--- src/rtl/core/fqs_pkg.sv ---
// Shared types and constants for the searchable FIFO queue.
// No dependencies; imported by every module of the block except fqs_ram.
package fqs_pkg;

    // Queue geometry
    localparam int DEPTH  = 16;
    localparam int IDX_W  = $clog2(DEPTH);
    localparam int CNT_W  = $clog2(DEPTH + 1);
    localparam int DATA_W = 32;
    localparam int OP_W   = 3;
    localparam int POS_W  = 5;
    localparam int ST_W   = 2;

    // Request opcodes as they arrive on the input channel
    localparam logic [OP_W-1:0] OP_ENQUEUE = 3'd0;
    localparam logic [OP_W-1:0] OP_DEQUEUE = 3'd1;
    localparam logic [OP_W-1:0] OP_PEEK    = 3'd2;
    localparam logic [OP_W-1:0] OP_SEARCH  = 3'd3;
    localparam logic [OP_W-1:0] OP_CLEAR   = 3'd4;

    // Result status codes
    localparam logic [ST_W-1:0] STATUS_OK    = 2'd0;
    localparam logic [ST_W-1:0] STATUS_FULL  = 2'd1;
    localparam logic [ST_W-1:0] STATUS_EMPTY = 2'd2;

    // Decoded command kind, as handed from front to back
    typedef enum logic [2:0] {
        KIND_NOP    = 3'd0,
        KIND_ENQ    = 3'd1,
        KIND_DEQ    = 3'd2,
        KIND_PEEK   = 3'd3,
        KIND_SEARCH = 3'd4,
        KIND_CLEAR  = 3'd5
    } t_kind;

    typedef struct packed {
        t_kind                     kind;
        logic signed [DATA_W-1:0]  value;
    } t_cmd;

    typedef struct packed {
        logic signed [DATA_W-1:0]  data;
        logic                      found;
        logic [POS_W-1:0]          position;
        logic [POS_W-1:0]          count;
        logic                      empty_res;
        logic [ST_W-1:0]           status;
    } t_res;

    // Advance a ring index, wrapping at the last slot
    function automatic logic [IDX_W-1:0] ring_next(input logic [IDX_W-1:0] idx);
        logic [IDX_W-1:0] nxt;
        nxt = (idx == IDX_W'(DEPTH - 1)) ? '0 : IDX_W'(idx + 1'b1);
        return nxt;
    endfunction

endpackage

--- src/rtl/core/fqs_ram.sv ---
// Generic simple dual-port RAM: one write port, one read port, registered read.
// No dependencies.
module fqs_ram #(
    parameter int WIDTH = 32,
    parameter int DEPTH = 16
) (
    input  logic                     i_clk,
    input  logic                     i_wr_en,
    input  logic [$clog2(DEPTH)-1:0] i_wr_addr,
    input  logic [WIDTH-1:0]         i_wr_data,
    input  logic                     i_rd_en,
    input  logic [$clog2(DEPTH)-1:0] i_rd_addr,
    output logic [WIDTH-1:0]         o_rd_data
);

    logic [WIDTH-1:0] r_mem [DEPTH];
    logic [WIDTH-1:0] r_rd_data;

    // Write, and register the read word
    always_ff @(posedge i_clk) begin
        if (i_wr_en) begin
            r_mem[i_wr_addr] <= i_wr_data;
        end
        if (i_rd_en) begin
            r_rd_data <= r_mem[i_rd_addr];
        end
    end

    assign o_rd_data = r_rd_data;

endmodule

--- src/rtl/core/fqs_front.sv ---
// Front end: accepts requests, decodes the opcode and queues the commands.
// Depends on fqs_pkg.
module fqs_front (
    input  logic                          i_clk,
    input  logic                          i_rst_n,
    input  logic                          i_valid,
    output logic                          o_stall,
    input  logic [fqs_pkg::OP_W-1:0]      i_operation,
    input  logic signed [fqs_pkg::DATA_W-1:0] i_value,
    output logic                          o_cmd_valid,
    output fqs_pkg::t_cmd                 o_cmd,
    input  logic                          i_cmd_pop
);
    import fqs_pkg::*;

    t_cmd       r_q [2];
    logic       r_wp, n_wp;
    logic       r_rp, n_rp;
    logic [1:0] r_cnt, n_cnt;
    t_cmd       w_cmd;
    logic       w_push;

    // Classify the request
    always_comb begin
        w_cmd.value = i_value;
        case (i_operation)
            OP_ENQUEUE: w_cmd.kind = KIND_ENQ;
            OP_DEQUEUE: w_cmd.kind = KIND_DEQ;
            OP_PEEK:    w_cmd.kind = KIND_PEEK;
            OP_SEARCH:  w_cmd.kind = KIND_SEARCH;
            OP_CLEAR:   w_cmd.kind = KIND_CLEAR;
            default:    w_cmd.kind = KIND_NOP;
        endcase
    end

    // Hold off the sender while both command slots are taken
    assign o_stall = (r_cnt == 2'd2);
    assign w_push  = i_valid && !o_stall;

    // Advance pointers and fill level
    always_comb begin
        n_wp  = r_wp;
        n_rp  = r_rp;
        n_cnt = r_cnt;
        if (w_push) begin
            n_wp = ~r_wp;
        end
        if (i_cmd_pop) begin
            n_rp = ~r_rp;
        end
        case ({w_push, i_cmd_pop})
            2'b10:   n_cnt = r_cnt + 2'd1;
            2'b01:   n_cnt = r_cnt - 2'd1;
            default: n_cnt = r_cnt;
        endcase
    end

    always_ff @(posedge i_clk) begin
        if (!i_rst_n) begin
            r_wp  <= 1'b0;
            r_rp  <= 1'b0;
            r_cnt <= 2'd0;
        end else begin
            r_wp  <= n_wp;
            r_rp  <= n_rp;
            r_cnt <= n_cnt;
        end
    end

    // Store the decoded command
    always_ff @(posedge i_clk) begin
        if (w_push) begin
            r_q[r_wp] <= w_cmd;
        end
    end

    assign o_cmd_valid = (r_cnt != 2'd0);
    assign o_cmd       = r_q[r_rp];

endmodule

--- src/rtl/core/fqs_back.sv ---
// Back end: owns the ring pointers and the slot RAM, executes one command at
// a time and drives the output register. Depends on fqs_pkg and fqs_ram.
module fqs_back (
    input  logic                              i_clk,
    input  logic                              i_rst_n,
    input  logic                              i_cmd_valid,
    input  fqs_pkg::t_cmd                     i_cmd,
    output logic                              o_cmd_pop,
    output logic                              o_valid,
    input  logic                              i_stall,
    output logic signed [fqs_pkg::DATA_W-1:0] o_data,
    output logic                              o_found,
    output logic [fqs_pkg::POS_W-1:0]         o_position,
    output logic [fqs_pkg::POS_W-1:0]         o_count,
    output logic                              o_empty_res,
    output logic [fqs_pkg::ST_W-1:0]          o_status
);
    import fqs_pkg::*;

    typedef enum logic [3:0] {
        ST_IDLE   = 4'b0001,
        ST_READ   = 4'b0010,
        ST_SEARCH = 4'b0100,
        ST_DONE   = 4'b1000
    } t_state;

    t_state                   r_state, n_state;
    logic [IDX_W-1:0]         r_head, n_head;
    logic [IDX_W-1:0]         r_tail, n_tail;
    logic [CNT_W-1:0]         r_count, n_count;
    logic                     r_out_valid, n_out_valid;
    logic signed [DATA_W-1:0] r_value, n_value;
    logic [CNT_W-1:0]         r_ik, n_ik;
    logic [IDX_W-1:0]         r_addr, n_addr;
    t_res                     r_res, n_res;
    t_res                     r_out, n_out;

    logic                     w_out_free;
    logic                     w_wr_en;
    logic                     w_rd_en;
    logic [IDX_W-1:0]         w_rd_addr;
    logic [DATA_W-1:0]        w_rd_data;

    fqs_ram #(
        .WIDTH (DATA_W),
        .DEPTH (DEPTH)
    ) u_slots (
        .i_clk     (i_clk),
        .i_wr_en   (w_wr_en),
        .i_wr_addr (r_tail),
        .i_wr_data (i_cmd.value),
        .i_rd_en   (w_rd_en),
        .i_rd_addr (w_rd_addr),
        .o_rd_data (w_rd_data)
    );

    assign w_out_free = !r_out_valid || !i_stall;

    // Sequence one command
    always_comb begin
        n_state     = r_state;
        n_head      = r_head;
        n_tail      = r_tail;
        n_count     = r_count;
        n_out_valid = r_out_valid;
        n_value     = r_value;
        n_ik        = r_ik;
        n_addr      = r_addr;
        n_res       = r_res;
        n_out       = r_out;
        o_cmd_pop   = 1'b0;
        w_wr_en     = 1'b0;
        w_rd_en     = 1'b0;
        w_rd_addr   = r_head;

        // Drop the result once taken
        if (r_out_valid && !i_stall) begin
            n_out_valid = 1'b0;
        end

        case (r_state)
            ST_IDLE: begin
                if (i_cmd_valid) begin
                    o_cmd_pop = 1'b1;
                    n_res     = '0;
                    n_state   = ST_DONE;
                    case (i_cmd.kind)
                        KIND_ENQ: begin
                            if (r_count == CNT_W'(DEPTH)) begin
                                n_res.status = STATUS_FULL;
                            end else begin
                                w_wr_en = 1'b1;
                                n_tail  = ring_next(r_tail);
                                n_count = CNT_W'(r_count + 1'b1);
                            end
                        end
                        KIND_DEQ, KIND_PEEK: begin
                            if (r_count == '0) begin
                                n_res.status = STATUS_EMPTY;
                            end else begin
                                w_rd_en = 1'b1;
                                n_state = ST_READ;
                                if (i_cmd.kind == KIND_DEQ) begin
                                    n_head  = ring_next(r_head);
                                    n_count = CNT_W'(r_count - 1'b1);
                                end
                            end
                        end
                        KIND_SEARCH: begin
                            n_value = i_cmd.value;
                            if (r_count != '0) begin
                                w_rd_en = 1'b1;
                                n_addr  = ring_next(r_head);
                                n_ik    = CNT_W'(1);
                                n_state = ST_SEARCH;
                            end
                        end
                        KIND_CLEAR: begin
                            n_head  = '0;
                            n_tail  = '0;
                            n_count = '0;
                        end
                        default: begin
                            n_state = ST_DONE;
                        end
                    endcase
                    n_res.count     = POS_W'(n_count);
                    n_res.empty_res = (n_count == '0);
                end
            end
            ST_READ: begin
                n_res.data = $signed(w_rd_data);
                n_state    = ST_DONE;
            end
            ST_SEARCH: begin
                // Compare the entry fetched last cycle, fetch the next one
                if ($signed(w_rd_data) == r_value) begin
                    n_res.found    = 1'b1;
                    n_res.position = POS_W'(r_ik);
                    n_state        = ST_DONE;
                end else if (r_ik < r_count) begin
                    w_rd_en   = 1'b1;
                    w_rd_addr = r_addr;
                    n_addr    = ring_next(r_addr);
                    n_ik      = CNT_W'(r_ik + 1'b1);
                end else begin
                    n_state = ST_DONE;
                end
            end
            ST_DONE: begin
                if (w_out_free) begin
                    n_out_valid = 1'b1;
                    n_out       = r_res;
                    n_state     = ST_IDLE;
                end
            end
            default: begin
                n_state = ST_IDLE;
            end
        endcase
    end

    always_ff @(posedge i_clk) begin
        if (!i_rst_n) begin
            r_state     <= ST_IDLE;
            r_head      <= '0;
            r_tail      <= '0;
            r_count     <= '0;
            r_out_valid <= 1'b0;
        end else begin
            r_state     <= n_state;
            r_head      <= n_head;
            r_tail      <= n_tail;
            r_count     <= n_count;
            r_out_valid <= n_out_valid;
        end
    end

    // Working and result payload
    always_ff @(posedge i_clk) begin
        r_value <= n_value;
        r_ik    <= n_ik;
        r_addr  <= n_addr;
        r_res   <= n_res;
        r_out   <= n_out;
    end

    assign o_valid     = r_out_valid;
    assign o_data      = r_out.data;
    assign o_found     = r_out.found;
    assign o_position  = r_out.position;
    assign o_count     = r_out.count;
    assign o_empty_res = r_out.empty_res;
    assign o_status    = r_out.status;

    a_count_bound: assert property (@(posedge i_clk) disable iff (!i_rst_n)
        r_count <= CNT_W'(DEPTH))
        else $error("entry count above queue depth");

    a_search_range: assert property (@(posedge i_clk) disable iff (!i_rst_n)
        r_state == ST_SEARCH |-> (r_ik != '0 && r_ik <= r_count))
        else $error("search index outside stored entries");

    a_found_pos: assert property (@(posedge i_clk) disable iff (!i_rst_n)
        r_out_valid && r_out.found |-> r_out.position != '0)
        else $error("search hit without a position");

    a_empty_flag: assert property (@(posedge i_clk) disable iff (!i_rst_n)
        r_out_valid |-> (r_out.empty_res == (r_out.count == '0)))
        else $error("empty flag disagrees with count");

    a_pointers_hold: assert property (@(posedge i_clk) disable iff (!i_rst_n)
        r_state == ST_SEARCH |=> $stable(r_head) && $stable(r_count))
        else $error("queue pointers moved during a search");

endmodule

--- src/rtl/core/fifo_queue_with_search.sv ---
// Searchable FIFO queue of signed 32-bit values in a 16-slot ring.
// Enqueue, clear and refused requests pass from acceptance through the done state to
// the output register; dequeue and peek read the slot RAM first; a search compares one
// entry per cycle from the front until a match or the end. One command runs at a
// time; a two-entry command queue lets the input side run ahead by two items.
// Reset (synchronous, active low) empties the queue; slot contents are kept.
module fifo_queue_with_search (
    input  logic                              i_clk,
    input  logic                              i_rst_n,
    input  logic                              i_valid,
    output logic                              o_stall,
    input  logic [fqs_pkg::OP_W-1:0]          i_operation,
    input  logic signed [fqs_pkg::DATA_W-1:0] i_value,
    output logic                              o_valid,
    input  logic                              i_stall,
    output logic signed [fqs_pkg::DATA_W-1:0] o_data,
    output logic                              o_found,
    output logic [fqs_pkg::POS_W-1:0]         o_position,
    output logic [fqs_pkg::POS_W-1:0]         o_count,
    output logic                              o_empty_res,
    output logic [fqs_pkg::ST_W-1:0]          o_status
);
    import fqs_pkg::*;

    logic w_cmd_valid;
    t_cmd w_cmd;
    logic w_cmd_pop;

    // Accept and decode
    fqs_front u_front (
        .i_clk       (i_clk),
        .i_rst_n     (i_rst_n),
        .i_valid     (i_valid),
        .o_stall     (o_stall),
        .i_operation (i_operation),
        .i_value     (i_value),
        .o_cmd_valid (w_cmd_valid),
        .o_cmd       (w_cmd),
        .i_cmd_pop   (w_cmd_pop)
    );

    // Execute against the ring
    fqs_back u_back (
        .i_clk       (i_clk),
        .i_rst_n     (i_rst_n),
        .i_cmd_valid (w_cmd_valid),
        .i_cmd       (w_cmd),
        .o_cmd_pop   (w_cmd_pop),
        .o_valid     (o_valid),
        .i_stall     (i_stall),
        .o_data      (o_data),
        .o_found     (o_found),
        .o_position  (o_position),
        .o_count     (o_count),
        .o_empty_res (o_empty_res),
        .o_status    (o_status)
    );

endmodule

--- config.mk ---
export PLATFORM = sky130hd
export DESIGN_NAME = fifo_queue_with_search
export DESIGN_NICKNAME = d
export VERILOG_FILES = /design/src/rtl/core/fqs_pkg.sv /design/src/rtl/core/fqs_ram.sv /design/src/rtl/core/fqs_front.sv /design/src/rtl/core/fqs_back.sv /design/src/rtl/core/fifo_queue_with_search.sv
export SDC_FILE = /design/constraint.sdc
export NUM_CORES = 1
export LEC_CHECK = 0
export BUFFER_PORTS_ARGS = -buffer_cell sky130_fd_sc_hd__buf_2
export CAP_MARGIN = 20
export CORE_UTILIZATION = 30
export CTS_CLUSTER_SIZE = 12
export DETAILED_ROUTE_END_ITERATION = 6
export PLACE_DENSITY_LB_ADDON = 0.2
export SLEW_MARGIN = 20
export SYNTH_ARGS = -nofsm -noshare
export SYNTH_HDL_FRONTEND = slang
export SYNTH_SLANG_ARGS = --single-unit
--- constraint.sdc ---
create_clock -name i_clk -period 11.5 [get_ports i_clk]
set_input_delay 2.3 -clock i_clk [delete_from_list [all_inputs] [get_ports i_clk]]
set_output_delay 2.3 -clock i_clk [all_outputs]
set_load 0.005 [all_outputs]
==> out/metrics.yaml <==
outcome:
  outcome: "complete, no violations"
global_route:
  antenna_found_initial: 11
  grt_first_pass_wirelength_um: 176000
  grtUsageTotal_pct: 18.9
  grt_pass1_vias: 25400
  grt_overflow: 0
  grt_max_degree: 200
critical_path:
  path_class: "reg2reg"
  cp-endpoint: "u_back.u_slots.o_rd_data[6]"
  critPathMostFrequentCell: "buf_4"
  cp.required_ns: 11.86
  worst_path_max_delay_cell: "buf_4"
  path_delay_family: "buffers and inverters"
  worstPathCellList: "xor2_1, nor4_1, nand4_1, o221a_4, buf_4, buf_4, buf_4, a21oi_1, a311oi_1, o22ai_1, or4_1"
  critPathMaxFanout: 74
  startpoint_type: "flip-flop"
  reg2reg_slack_ns: 5.64
  crit_path_end_kind: "flip-flop"
  reg2reg_from: "u_back.u_slots.o_rd_data[16]"
  cp-startpoint: "u_back.u_slots.o_rd_data[16]"
  worstPathArrival_ns: 6.22
  r2r_cells: 11
  crit_buf_inv: 3
  cpPeakStageDelay_ns: 0.90
  cp_num_cells: 11
  rr_endpoint: "u_back.u_slots.o_rd_data[6]"
detailed_routing:
  drtIter0Drc: 2248
  dr.pass1.iters: 5
  drc: 0
  vias_per_cell: 5.55
  ant_nets: 0
  routed_wirelength_um: 122000
  num_vias: 26500
  wl_per_cell_um: 25.5
finish:
  register_area_sq_mm: 0.0229
  nNetsFinal: 3123
  final_core_utilization_pct: 34.0
  syn_to_final_growth_pct: 12.3
  drive_gt1_share_pct: 10.5
  fillers: 12200
  multi_input_comb_area_sq_mm: 0.0134
timing:
  finalSetupViolations: 0
  worst_slew_pin_slew_ns: 1.07
  period_share_pct: 51.0
  max_freq_mhz: 171
  timing.hold.ws_ns: 0.417
  report.final.slew_viol_count: 0
  finalWorstSetupSlack_ns: 5.64
  fin_skew_ns: 0.0285
  final-hold-violation-count: 0
  grt_setup_unrepaired: "false"
  finalSetupTns_ns: 0
  max_slew_margin_pct: 28.5
  post-route-min-period_ns: 5.86
power_and_ir_drop:
  power.total_w: 0.00803
  cellLeakagePower_nw: 13.0
  vdd_drop_max_uv: 184
  power_density_mw_per_mm2: 191
yosys:
  synthesis.nets: 3190
  ys_ff_latch: 770
  synth_edf_count: 747
  ys_warn_count: 0
  synth.distinct_cells: 61
  syn_avg_cell_area_sq_um: 11.9
  synth_compound_area_share_pct: 18.2
  synth-simple-area-share_pct: 14.4
  async_reset_ff_share_pct: 0
  netlist_area_sq_mm: 0.0374
  yosysSeqAreaShare_pct: 61.2
  post_synth_xor_area_fraction_pct: 0.984
  synthMuxAreaShare_pct: 1.16
  synth_top_family_by_area: "compound AO/OA/AOI/OAI gates"
  synth_adder_area_share_pct: 0.468
  syn_inst: 3137
  ys.flop_type: "edfxtp_1"
cts:
  path_clk_slew_ns: 0.06
  cts_resized: 0
  clk_latency_ns: 0.67
  cts_tree: "built"
  h-tree-depth: 3
  ctsRootBufferMaster: "clkbuf_16"
  cts_sinks: 770
  cts_setup_buffers: 0
  cts_made_buffers: 86
  cts_buffer_depth: 3
  cts_hold_buf: 0
die:
  fp.dieW_um: 355
  fp.dieH_um: 355
  core-area_sq_mm: 0.124
  ioPinCount: 87
  start_util_pct: 30.2
  die-area_sq_mm: 0.126
  rows: 129
place:
  place.detailed.hpwl_um: 61200
  place.gp.congestion: 0.743
  post-place-ws_ns: 5.75
  port_buffers: 86
min_path:
  hp-class: "reg2reg"
flow_run:
  cap_viol_max_count: 0
==> cell usage in the layout, fill, tap and decap left out, types with 5 or more instances in the layout <==
cell type / count
and2_1: 44
or4_1: 33
a311oi_1: 257
mux2_2: 35
xnor2_1: 6
edfxtp_1: 747
clkbuf_1: 27
nand3_1: 14
buf_4: 49
inv_1: 14
clkinv_2: 9
a21oi_1: 274
o22ai_1: 130
nand2_1: 299
nor2_1: 19
buf_2: 86
buf_12: 7
clkinv_1: 22
a21boi_0: 10
dfxtp_1: 21
nand2b_1: 517
nand4_1: 5
bufinv_16: 5
o21ai_0: 11
a211oi_1: 258
ha_1: 14
clkbuf_16: 88
nor2_4: 14
nor4_1: 10
a31oi_1: 6
nor3_1: 8
xor2_1: 36
==> cell families after synthesis <==
family / after synthesis
adders and majority gates: 14
and+or+nand+nor: 985
xor gates and xnor gates: 42
buffers and inverters: 313
AOI/OAI and AO/OA: 974
muxes: 39
DFF: 770
==> flip-flops by register name (all words and copies together) (netlist names), 32 cells and up, named ones only <==
name and cells:
u_back.r_value 32, u_back.u_slots.o_rd_data 32, u_front.r_q 70, u_back.u_slots.r_mem 512, u_back.o_data 32, u_back.r_res 46
==> cell usage after synthesis (all sizes together) (15+ instances only) <==
master | n | area (sq um)
edfxtp | 747 | 22400
nand2b | 517 | 3230
nand2 | 300 | 1130
a21oi | 276 | 1380
a211oi | 258 | 1940
a311oi | 257 | 2250
clkbuf | 182 | 683
o22ai | 134 | 871
buf | 115 | 601
and2 | 44 | 275
xor2 | 36 | 315
mux2 | 35 | 394
nor2 | 33 | 124
or4 | 33 | 248
dfxtp | 23 | 460
inv | 15 | 56.3
==> power breakdown <==
group	total (W)	leakage (nW)	internal (W)	switching (W)
clock	0.00268	1.28	0.00152	0.00115
combinational	0.00181	4.78	0.000445	0.00137
sequential	0.00355	6.96	0.00346	0.0000902
total	0.00803	13.0	0.00542	0.00261
==> metrics by stage <==
stage / cell area (sq um) / cells
after global placement: 39300 / 4619
after CTS: 42000 / 4777
after floorplan: 37400 / 3137
after detailed placement: 39300 / 4619
final: 42000 / 4778
after global routing: 42000 / 4777
==> worst min path at each step <==
stage,depth (start not counted),end,slack (ns),start
6_report,0,u_back.o_count[0],0.42,u_back.r_res[3]
3_3_place_gp,0,u_back.o_count[1],0.40,u_back.r_res[4]
3_5_place_dp,0,u_back.o_count[0],0.40,u_back.r_res[3]
2_1_floorplan,0,u_back.o_count[0],0.40,u_back.r_res[3]
5_1_grt,0,u_back.o_data[8],0.42,u_back.r_res[22]
4_1_cts,0,u_back.o_count[0],0.42,u_back.r_res[3]
==> routing by layer <==
layer / GRT usage, % / vias to the layer above / wire length, um
met5: 0 / - / 0
met4: 5.41 / 0 / 3170
met3: 3.13 / 185 / 7780
met2: 29.7 / 878 / 55000
met1: 26.7 / 13500 / 55800
li1: - / 12000 / -
==> layout make-up <==
cell class | instances | share of cell area [%]
Clock buffer | 116 | 5.52
Sequential cell | 770 | 54.5
Antenna cell | 1 | 0.00596
Clock inverter | 42 | 0.807
Tap cell | 1637 | 4.88
Timing Repair Buffer | 142 | 2.23
Inverter | 16 | 0.161
Multi-Input combinational cell | 2054 | 31.9
No activity file was read; power rests on OpenSTA's default activity.
